### src/rtl/core/bhist_pkg.sv
// ============================================================================
// Bucketed latency histogram package
// Shared types, constants and the saturating adder used by the histogram.
// ============================================================================
package bhist_pkg;

    // Leaves of the cumulative adder tree; buckets past the configured
    // count read as zero.
    localparam int MAX_BUCKETS = 8;
    localparam int PART_COUNT  = MAX_BUCKETS / 2;
    localparam int CNT_W       = 32;
    localparam int SUM_W       = 64;
    localparam int BOUND_W     = 32;
    localparam int IDX_W       = 3;
    localparam int CFG_IDX_W   = 4;
    localparam int BOUND_REGS  = 7;

    // Register index of the bounds-in-use register.
    localparam logic [CFG_IDX_W-1:0] CFG_BOUNDS_IN_USE = 4'd7;

    // Reset value of each bound register.
    localparam logic [BOUND_W-1:0] BOUND_RESET [BOUND_REGS] = '{
        32'd5000, 32'd10000, 32'd25000, 32'd50000,
        32'd100000, 32'd250000, 32'd500000
    };
    localparam logic [IDX_W-1:0] BOUNDS_IN_USE_RESET = 3'd7;

    // Request kind carried in tuser.
    typedef enum logic {
        REQ_OBSERVE = 1'b0,
        REQ_READ    = 1'b1
    } req_t;

    // Snapshot of the histogram taken for a read: pairwise bucket sums,
    // total count and running sum.
    typedef struct packed {
        logic [PART_COUNT-1:0][CNT_W-1:0] part;
        logic [CNT_W-1:0]                 total;
        logic [SUM_W-1:0]                 sum;
    } snap_t;

    // Addition that sticks at the all-ones value.
    function automatic logic [CNT_W-1:0] sat_add(input logic [CNT_W-1:0] a,
                                                 input logic [CNT_W-1:0] b);
        logic [CNT_W:0] s;
        s = {1'b0, a} + {1'b0, b};
        return s[CNT_W] ? {CNT_W{1'b1}} : s[CNT_W-1:0];
    endfunction

endpackage

### src/rtl/core/bhist_bucket_sel.sv
// ============================================================================
// Bucket selector
// Finds the first bucket in use whose upper bound is at least the sample,
// or the overflow bucket just past the bounds in use.
// ============================================================================
module bhist_bucket_sel
    import bhist_pkg::*;
#(
    parameter int NUM_BOUNDS = 7
) (
    input  logic [BOUND_W-1:0] sample,
    input  logic [BOUND_W-1:0] bounds [NUM_BOUNDS],
    input  logic [IDX_W-1:0]   used,
    output logic [IDX_W-1:0]   idx
);

    // All bounds are compared at once; the lowest index that matches wins.
    always_comb begin
        idx = used;
        for (int i = NUM_BOUNDS - 1; i >= 0; i--) begin
            if ((IDX_W'(i) < used) && (sample <= bounds[i])) begin
                idx = IDX_W'(i);
            end
        end
    end

endmodule

### src/rtl/core/bhist_counters.sv
// ============================================================================
// Histogram counter bank
// Holds the bucket counts, total count and running sum, and takes the
// first level of the cumulative sum into a snapshot register for reads.
// ============================================================================
module bhist_counters
    import bhist_pkg::*;
#(
    parameter int NUM_BOUNDS = 7
) (
    input  logic               aclk,
    input  logic               aresetn,
    input  logic               obs_en,
    input  logic [IDX_W-1:0]   obs_idx,
    input  logic [BOUND_W-1:0] obs_sample,
    input  logic               snap_en,
    input  logic [IDX_W-1:0]   snap_last,
    output snap_t              snap
);

    localparam int NB = NUM_BOUNDS + 1;

    logic [CNT_W-1:0] cnt_reg [NB];
    logic [CNT_W-1:0] total_reg;
    logic [SUM_W-1:0] sum_reg;
    logic [CNT_W-1:0] cnt_pad [MAX_BUCKETS];
    snap_t            snap_reg;
    snap_t            snap_next;

    // Bucket counters: the selected bucket counts up and sticks at full scale.
    always_ff @(posedge aclk) begin
        for (int i = 0; i < NB; i++) begin
            if (!aresetn) begin
                cnt_reg[i] <= '0;
            end else if (obs_en && (obs_idx == IDX_W'(i))) begin
                cnt_reg[i] <= sat_add(cnt_reg[i], CNT_W'(1));
            end
        end
    end

    // Total count and wrapping sum of samples.
    always_ff @(posedge aclk) begin
        if (!aresetn) begin
            total_reg <= '0;
            sum_reg   <= '0;
        end else if (obs_en) begin
            total_reg <= sat_add(total_reg, CNT_W'(1));
            sum_reg   <= sum_reg + {{(SUM_W - BOUND_W){1'b0}}, obs_sample};
        end
    end

    // Pad the bucket row out to the full width of the adder tree.
    for (genvar g = 0; g < MAX_BUCKETS; g++) begin : g_pad
        if (g < NB) begin : g_used
            assign cnt_pad[g] = cnt_reg[g];
        end else begin : g_unused
            assign cnt_pad[g] = '0;
        end
    end

    // Keep only the buckets up to the last one asked for, then add in pairs.
    always_comb begin
        logic [CNT_W-1:0] lo;
        logic [CNT_W-1:0] hi;
        for (int j = 0; j < PART_COUNT; j++) begin
            lo = (IDX_W'(2 * j) <= snap_last) ? cnt_pad[2 * j] : '0;
            hi = (IDX_W'(2 * j + 1) <= snap_last) ? cnt_pad[2 * j + 1] : '0;
            snap_next.part[j] = sat_add(lo, hi);
        end
        snap_next.total = total_reg;
        snap_next.sum   = sum_reg;
    end

    always_ff @(posedge aclk) begin
        if (snap_en) begin
            snap_reg <= snap_next;
        end
    end

    assign snap = snap_reg;

endmodule

### src/rtl/core/bhist_sum_tree.sv
// ============================================================================
// Cumulative sum tree and result register
// Adds the pairwise sums of a snapshot and holds the result beat until the
// downstream side takes it.
// ============================================================================
module bhist_sum_tree
    import bhist_pkg::*;
(
    input  logic                            aclk,
    input  logic                            aresetn,
    input  logic                            in_valid,
    input  snap_t                           in_snap,
    output logic                            in_ready,
    output logic                            m_tvalid,
    input  logic                            m_tready,
    output logic [2*CNT_W+SUM_W-1:0]        m_tdata
);

    logic                     valid_reg;
    logic [2*CNT_W+SUM_W-1:0] data_reg;
    logic [2*CNT_W+SUM_W-1:0] data_next;
    logic [CNT_W-1:0]         sum_lo;
    logic [CNT_W-1:0]         sum_hi;

    // Remaining two levels of the saturating tree.
    always_comb begin
        sum_lo    = sat_add(in_snap.part[0], in_snap.part[1]);
        sum_hi    = sat_add(in_snap.part[2], in_snap.part[3]);
        data_next = {in_snap.sum, in_snap.total, sat_add(sum_lo, sum_hi)};
    end

    assign in_ready = !valid_reg || m_tready;

    // Result register.
    always_ff @(posedge aclk) begin
        if (!aresetn) begin
            valid_reg <= 1'b0;
        end else if (in_ready) begin
            valid_reg <= in_valid;
        end
    end

    always_ff @(posedge aclk) begin
        if (in_ready && in_valid) begin
            data_reg <= data_next;
        end
    end

    assign m_tvalid = valid_reg;
    assign m_tdata  = data_reg;

endmodule

### src/rtl/core/bucketed_latency_histogram.sv
// ============================================================================
// Bucketed latency histogram
// Cumulative bucket histogram with configurable upper bounds.
// ============================================================================
// The block takes one request beat per clock, observe or read, unless a read
// waits for the snapshot register. An observe beat is finished in the cycle
// after it is taken: the bounds are compared in parallel in the input stage
// and the chosen bucket, the total count and the 64-bit sum are updated
// there, so it gives no result. A read beat passes the input stage, a
// snapshot register holding pairwise bucket sums, and the result register
// after the last two levels of the saturating adder tree. Every read sees
// all observes taken before it. Counters stick at all ones, the sum wraps.
// The counters are cleared directly by reset; no clearing pass is needed.
// Configuration beats are always accepted and must only be sent while idle.
module bucketed_latency_histogram
    import bhist_pkg::*;
#(
    parameter int NUM_BOUNDS   = 7,
    parameter int SAMPLE_WIDTH = 32
) (
    input  logic                  aclk,
    input  logic                  aresetn,
    // Request channel.
    input  logic                  s_tvalid,
    output logic                  s_tready,
    input  logic [39:0]           s_tdata,   // sample_value [31:0], read_bucket [34:32]
    input  logic [0:0]            s_tuser,   // req_type [0]
    // Result channel.
    output logic                  m_tvalid,
    input  logic                  m_tready,
    output logic [127:0]          m_tdata,   // cumulative_count [31:0],
                                             // total_count [63:32], sample_sum [127:64]
    // Configuration write channel.
    input  logic                  cfg_valid,
    output logic                  cfg_ready,
    input  logic [CFG_IDX_W-1:0]  cfg_index,
    input  logic [31:0]           cfg_data
);

    localparam logic [63:0] MASK_WIDE = (SAMPLE_WIDTH >= 64) ? {64{1'b1}}
                                      : ((64'd1 << SAMPLE_WIDTH) - 64'd1);
    localparam logic [BOUND_W-1:0] SAMPLE_MASK = MASK_WIDE[BOUND_W-1:0];
    localparam logic [IDX_W-1:0]   MAX_USED    = IDX_W'(NUM_BOUNDS);

    logic [BOUND_W-1:0] bound_reg [NUM_BOUNDS];
    logic [IDX_W-1:0]   biu_reg;
    logic [IDX_W-1:0]   used;

    logic               a_valid_reg;
    req_t               a_type_reg;
    logic [BOUND_W-1:0] a_sample_reg;
    logic [IDX_W-1:0]   a_bucket_reg;
    logic               a_fire;
    logic               a_obs_fire;
    logic               a_read_fire;
    logic [IDX_W-1:0]   a_idx;
    logic [IDX_W-1:0]   a_last;

    logic               p_valid_reg;
    logic               p_ready;
    logic               tree_ready;
    logic               p_ready_from_tree;
    snap_t              p_snap;

    // Configuration registers.
    assign cfg_ready = 1'b1;

    always_ff @(posedge aclk) begin
        if (!aresetn) begin
            for (int i = 0; i < NUM_BOUNDS; i++) begin
                bound_reg[i] <= BOUND_RESET[i];
            end
            biu_reg <= BOUNDS_IN_USE_RESET;
        end else if (cfg_valid) begin
            for (int i = 0; i < NUM_BOUNDS; i++) begin
                if (cfg_index == CFG_IDX_W'(i)) begin
                    bound_reg[i] <= cfg_data;
                end
            end
            if (cfg_index == CFG_BOUNDS_IN_USE) begin
                biu_reg <= cfg_data[IDX_W-1:0];
            end
        end
    end

    // A bounds count above the number built in is clamped.
    assign used = (biu_reg > MAX_USED) ? MAX_USED : biu_reg;

    // Input stage handshake: observes always leave, reads need the snapshot
    // register to be free.
    assign tree_ready  = p_ready_from_tree;
    assign p_ready     = !p_valid_reg || tree_ready;
    assign a_obs_fire  = a_valid_reg && (a_type_reg == REQ_OBSERVE);
    assign a_read_fire = a_valid_reg && (a_type_reg == REQ_READ) && p_ready;
    assign a_fire      = a_obs_fire || a_read_fire;
    assign s_tready    = !a_valid_reg || a_fire;

    always_ff @(posedge aclk) begin
        if (!aresetn) begin
            a_valid_reg <= 1'b0;
        end else if (s_tready) begin
            a_valid_reg <= s_tvalid;
        end
    end

    always_ff @(posedge aclk) begin
        if (s_tready && s_tvalid) begin
            a_type_reg   <= req_t'(s_tuser[0]);
            a_sample_reg <= s_tdata[31:0] & SAMPLE_MASK;
            a_bucket_reg <= s_tdata[34:32];
        end
    end

    // A read at or past the bounds in use covers every bucket.
    assign a_last = (a_bucket_reg >= used) ? MAX_USED : a_bucket_reg;

    bhist_bucket_sel #(
        .NUM_BOUNDS (NUM_BOUNDS)
    ) u_bucket_sel (
        .sample (a_sample_reg),
        .bounds (bound_reg),
        .used   (used),
        .idx    (a_idx)
    );

    bhist_counters #(
        .NUM_BOUNDS (NUM_BOUNDS)
    ) u_counters (
        .aclk       (aclk),
        .aresetn    (aresetn),
        .obs_en     (a_obs_fire),
        .obs_idx    (a_idx),
        .obs_sample (a_sample_reg),
        .snap_en    (a_read_fire),
        .snap_last  (a_last),
        .snap       (p_snap)
    );

    // Snapshot stage valid.
    always_ff @(posedge aclk) begin
        if (!aresetn) begin
            p_valid_reg <= 1'b0;
        end else if (a_read_fire) begin
            p_valid_reg <= 1'b1;
        end else if (tree_ready) begin
            p_valid_reg <= 1'b0;
        end
    end

    bhist_sum_tree u_sum_tree (
        .aclk     (aclk),
        .aresetn  (aresetn),
        .in_valid (p_valid_reg),
        .in_snap  (p_snap),
        .in_ready (p_ready_from_tree),
        .m_tvalid (m_tvalid),
        .m_tready (m_tready),
        .m_tdata  (m_tdata)
    );

    // An empty input stage always takes a new beat.
    a_empty_ready: assert property (@(posedge aclk) disable iff (!aresetn)
        !a_valid_reg |-> s_tready)
        else $error("input stage empty but not ready");

    // An observe never stalls in the input stage.
    a_obs_leaves: assert property (@(posedge aclk) disable iff (!aresetn)
        (a_valid_reg && (a_type_reg == REQ_OBSERVE)) |-> s_tready)
        else $error("observe held in input stage");

    // A read leaving the input stage lands in the snapshot stage.
    a_read_snap: assert property (@(posedge aclk) disable iff (!aresetn)
        a_read_fire |=> p_valid_reg)
        else $error("read lost between input and snapshot stage");

    // A new result only appears after a snapshot was waiting.
    a_result_src: assert property (@(posedge aclk) disable iff (!aresetn)
        $rose(m_tvalid) |-> $past(p_valid_reg))
        else $error("result without snapshot");

endmodule

### config.mk
export PLATFORM = sky130hd
export DESIGN_NAME = bucketed_latency_histogram
export DESIGN_NICKNAME = d
export VERILOG_FILES = /design/src/rtl/core/bhist_pkg.sv /design/src/rtl/core/bhist_bucket_sel.sv /design/src/rtl/core/bhist_counters.sv /design/src/rtl/core/bhist_sum_tree.sv /design/src/rtl/core/bucketed_latency_histogram.sv
export SDC_FILE = /design/constraint.sdc
export NUM_CORES = 2
export LEC_CHECK = 0
export BUFFER_PORTS_ARGS = -buffer_cell sky130_fd_sc_hd__buf_2
export CAP_MARGIN = 10
export CELL_PAD_IN_SITES_DETAIL_PLACEMENT = 0
export CELL_PAD_IN_SITES_GLOBAL_PLACEMENT = 1
export CORE_ASPECT_RATIO = 0.5
export CORE_MARGIN = 2
export CORE_UTILIZATION = 31
export CTS_BUF_LIST = sky130_fd_sc_hd__clkbuf_8
export CTS_CLUSTER_DIAMETER = 30
export DETAILED_ROUTE_END_ITERATION = 10
export PLACE_DENSITY = 0.67
export SLEW_MARGIN = 20
export SYNTH_ARGS = -nofsm -noshare
export SYNTH_HDL_FRONTEND = slang
export SYNTH_SLANG_ARGS = --single-unit
### constraint.sdc
create_clock -name aclk -period 13.7 [get_ports aclk]
set_clock_uncertainty 0.1 [all_clocks]
set_input_delay 2.74 -clock aclk [delete_from_list [all_inputs] [get_ports aclk]]
set_output_delay 2.74 -clock aclk [all_outputs]
set_load 0.05 [all_outputs]
==> run metrics <==
pre-CTS setup slack 6.67 ns; hold wc startpoint u_counters.snap[30]; routed wire length 158000 um; Layout area overhead 14.5%; All-Layer GR Usage between 15 and 20%; Synth area leaders edfxtp_1, dfxtp_1, ha_1, a21oi_1, nand2_1; PortBufs about 200; setup ws final 6.67 ns; f_max approximately 0.14 GHz; met2 Resource Use GR 27.3%; Critical R2R Launch u_counters.snap[192]; Boundary Pins 213; number of global-route vias before repair 42600; Syn. warnings 0; sequential share of power around two fifths; RSZ-0062 raised after global routing no; Post CTS Setup Buffer Count 0; placed cells 8651; Die Area 190000 um^2; fraction of layout cells with a size suffix above 1 10.3%; clock network fraction of total power a little over two fifths; Switching Fraction between 20% and 30%; Final #Nets 6937; Synth top area share 33.4%; clock latency on the worst-skew pair between 0.9 and 1 ns; critical path data arrival time roughly 7.5 ns; Max IR drop VDD 0.0602 mV; via count 44200; Async S/R FF share, synth 0%; fin crit share 51.4%; Max Root-Sink Buffers 4; global-route wire length before repair 245000 um; Int Power 5.72 mW; DP Wirelength 112000 um; Resize count post-CTS 0; total power 8.07 mW; Critical Path End Type flop; Residual DRC 0; sw power 2.35 mW; Final Non-Filler Cells 9034; Pleak about 25 nW; most common cell in the netlist nand2_1; flop2flop setup slack approximately 6.7 ns; post-synth top area cell edfxtp_1; Post-Route Setup TNS 0 ns; Gate power share 15.6%; met3 Use GR 2.54%; hold_ws 0.300 ns; Netlist cell types 94; DR WL/cell about 17 um; grt total ovfl 0; largest net degree at the start of global routing 129; worst-margin pin slew 1.13 ns; Post-Syn Instances 6131; Routed Antenna Nets 0; number of synthesized flops with an enable pin 644; max-cap violations 0; met1 usage in global routing 21.5%; effective utilization at floorplan 31.1%; syn_area_per_cell ~9.4 um^2; Fillers 19100; Hold Path End u_sum_tree.m_tdata[94]; initial antenna violation count 1; r2r endpoint u_sum_tree.m_tdata[29]; H-tree Lvls 4; Slew headroom between 20% and 30%; Placer Congestion 0.857; DR iter-0 viols approximately 2800; HP Class reg2reg; R2R depth 24; Pre-Repair DR Iteration Count 6; root buf cell clkbuf_8; Std-Cell Rows 112; Worst Setup Path Type reg2reg; register bit total from synthesis 970; final hold vios 0; type of origin of the critical path flop; Hold Path Cell Cnt 0; cell area power density about 120 nW/um^2; Die Ht 310 um; top_reg_cell synth edfxtp_1; fin. max-slew vios 0; Synth Net Count approximately 6700; clk sink count 970; mapped cell area 57900 um^2; crit path max fanout 31; core area 186000 um^2; Seq/Total Area, Yosys 44.7%; final critical-path required period roughly 7 ns; die width 615 um; max FFs per register roughly 260; Critical Path RT 14.19 ns; CTS Hold Bufs 0; GRT Max-Usage Layer met2; synth cell count leaders nand2_1, a21oi_1, edfxtp_1; Via density 4.89; clock transition at the registers of the reported paths 0.06 ns; final setup vio count 0; CTS Buf Count 208; status completed; CTS tree built
-- stage by stage --
step	utilization, %	cell area (um^2)
global route	35.6	66300
floorplan	-	57900
global placement	33.1	61600
CTS	35.6	66200
finish	35.6	66300
detailed placement	33.1	61600
-- placed cells by master, fill, tap and decap left out, types with 205 or more instances in the layout --
cell and count:
a21oi_1 742, buf_2 205, nor2_1 273, inv_1 341, dfxtp_1 326, o21ai_0 210
xor2_1 244, nand2_1 879, clkbuf_8 222, ha_1 492, edfxtp_1 644
-- cell type report --
class,count,area [um^2],area share (%)
diodes,1,2.50,0.00378
flip-flops and latches,970,25900,39.0
inverters,314,1190,1.79
repair buffers,263,1510,2.28
clock buffers,222,3060,4.61
multi-input cells,4598,30000,45.2
clock inverters,158,1530,2.31
well taps,2508,3140,4.74
-- routing by layer --
metal	share of wire, %	vias up
li1	-	22500
met4	2.1	0
met3	4.0	229
met2	47	710
met5	0	-
met1	47	20800
-- worst max path at each step --
| stage | from | endpoint | slack, ns |
|---|---|---|---|
| after CTS | u_counters.snap[192] | u_sum_tree.m_tdata[29] | 6.61 |
| after global routing | u_counters.snap[192] | u_sum_tree.m_tdata[29] | 6.22 |
| after detailed placement | u_counters.snap[192] | u_sum_tree.m_tdata[29] | 6.67 |
| after floorplan | m_tready | u_counters.snap[0] | 4.19 |
| final | u_counters.snap[192] | u_sum_tree.m_tdata[29] | 6.67 |
| after global placement | u_counters.snap[192] | u_sum_tree.m_tdata[29] | 6.65 |
-- critical path: stages (launching register included) --
cell	delay, ns
edfxtp_1	0.46
ha_1	0.26
fa_1	0.41
a21o_1	0.20
a21oi_1	0.26
o21ai_0	0.15
a211o_1	0.33
and4_1	0.20
o31a_1	0.31
o41ai_4	0.30
nor2_1	0.10
a211oi_2	0.16
buf_4	0.34
nand2b_1	0.21
ha_1	0.33
a21oi_1	0.24
a2bb2oi_1	0.33
a21oi_1	0.16
o41ai_1	0.53
o21ai_0	0.30
a31oi_1	0.38
o211a_1	0.25
a21oi_1	0.08
xnor2_1	0.23
nand2_1	0.08
-- power by group through the flow --
stage | Clock, mW | Sequential (mW) | Combinational (mW)
floorplan | 0 | 3.41 | 0.880
global placement | 0 | 3.41 | 1.26
detailed placement | 0 | 3.41 | 1.26
CTS | 3.57 | 3.35 | 1.27
global route | 3.70 | 3.36 | 1.42
finish | 3.47 | 3.35 | 1.26
-- logic make-up after synthesis --
| kind of cell | share of synthesized area, % |
|---|---|
| compound gates | 15.9 |
| xor+xnor | 6.51 |
| fa+ha+maj | 10.9 |
| buf+inv | 3.81 |
| flops | 44.7 |
| mux | 0.242 |
| other cells | 0.00648 |
| simple gates | 17.9 |
(Power assumes the default switching activity.)
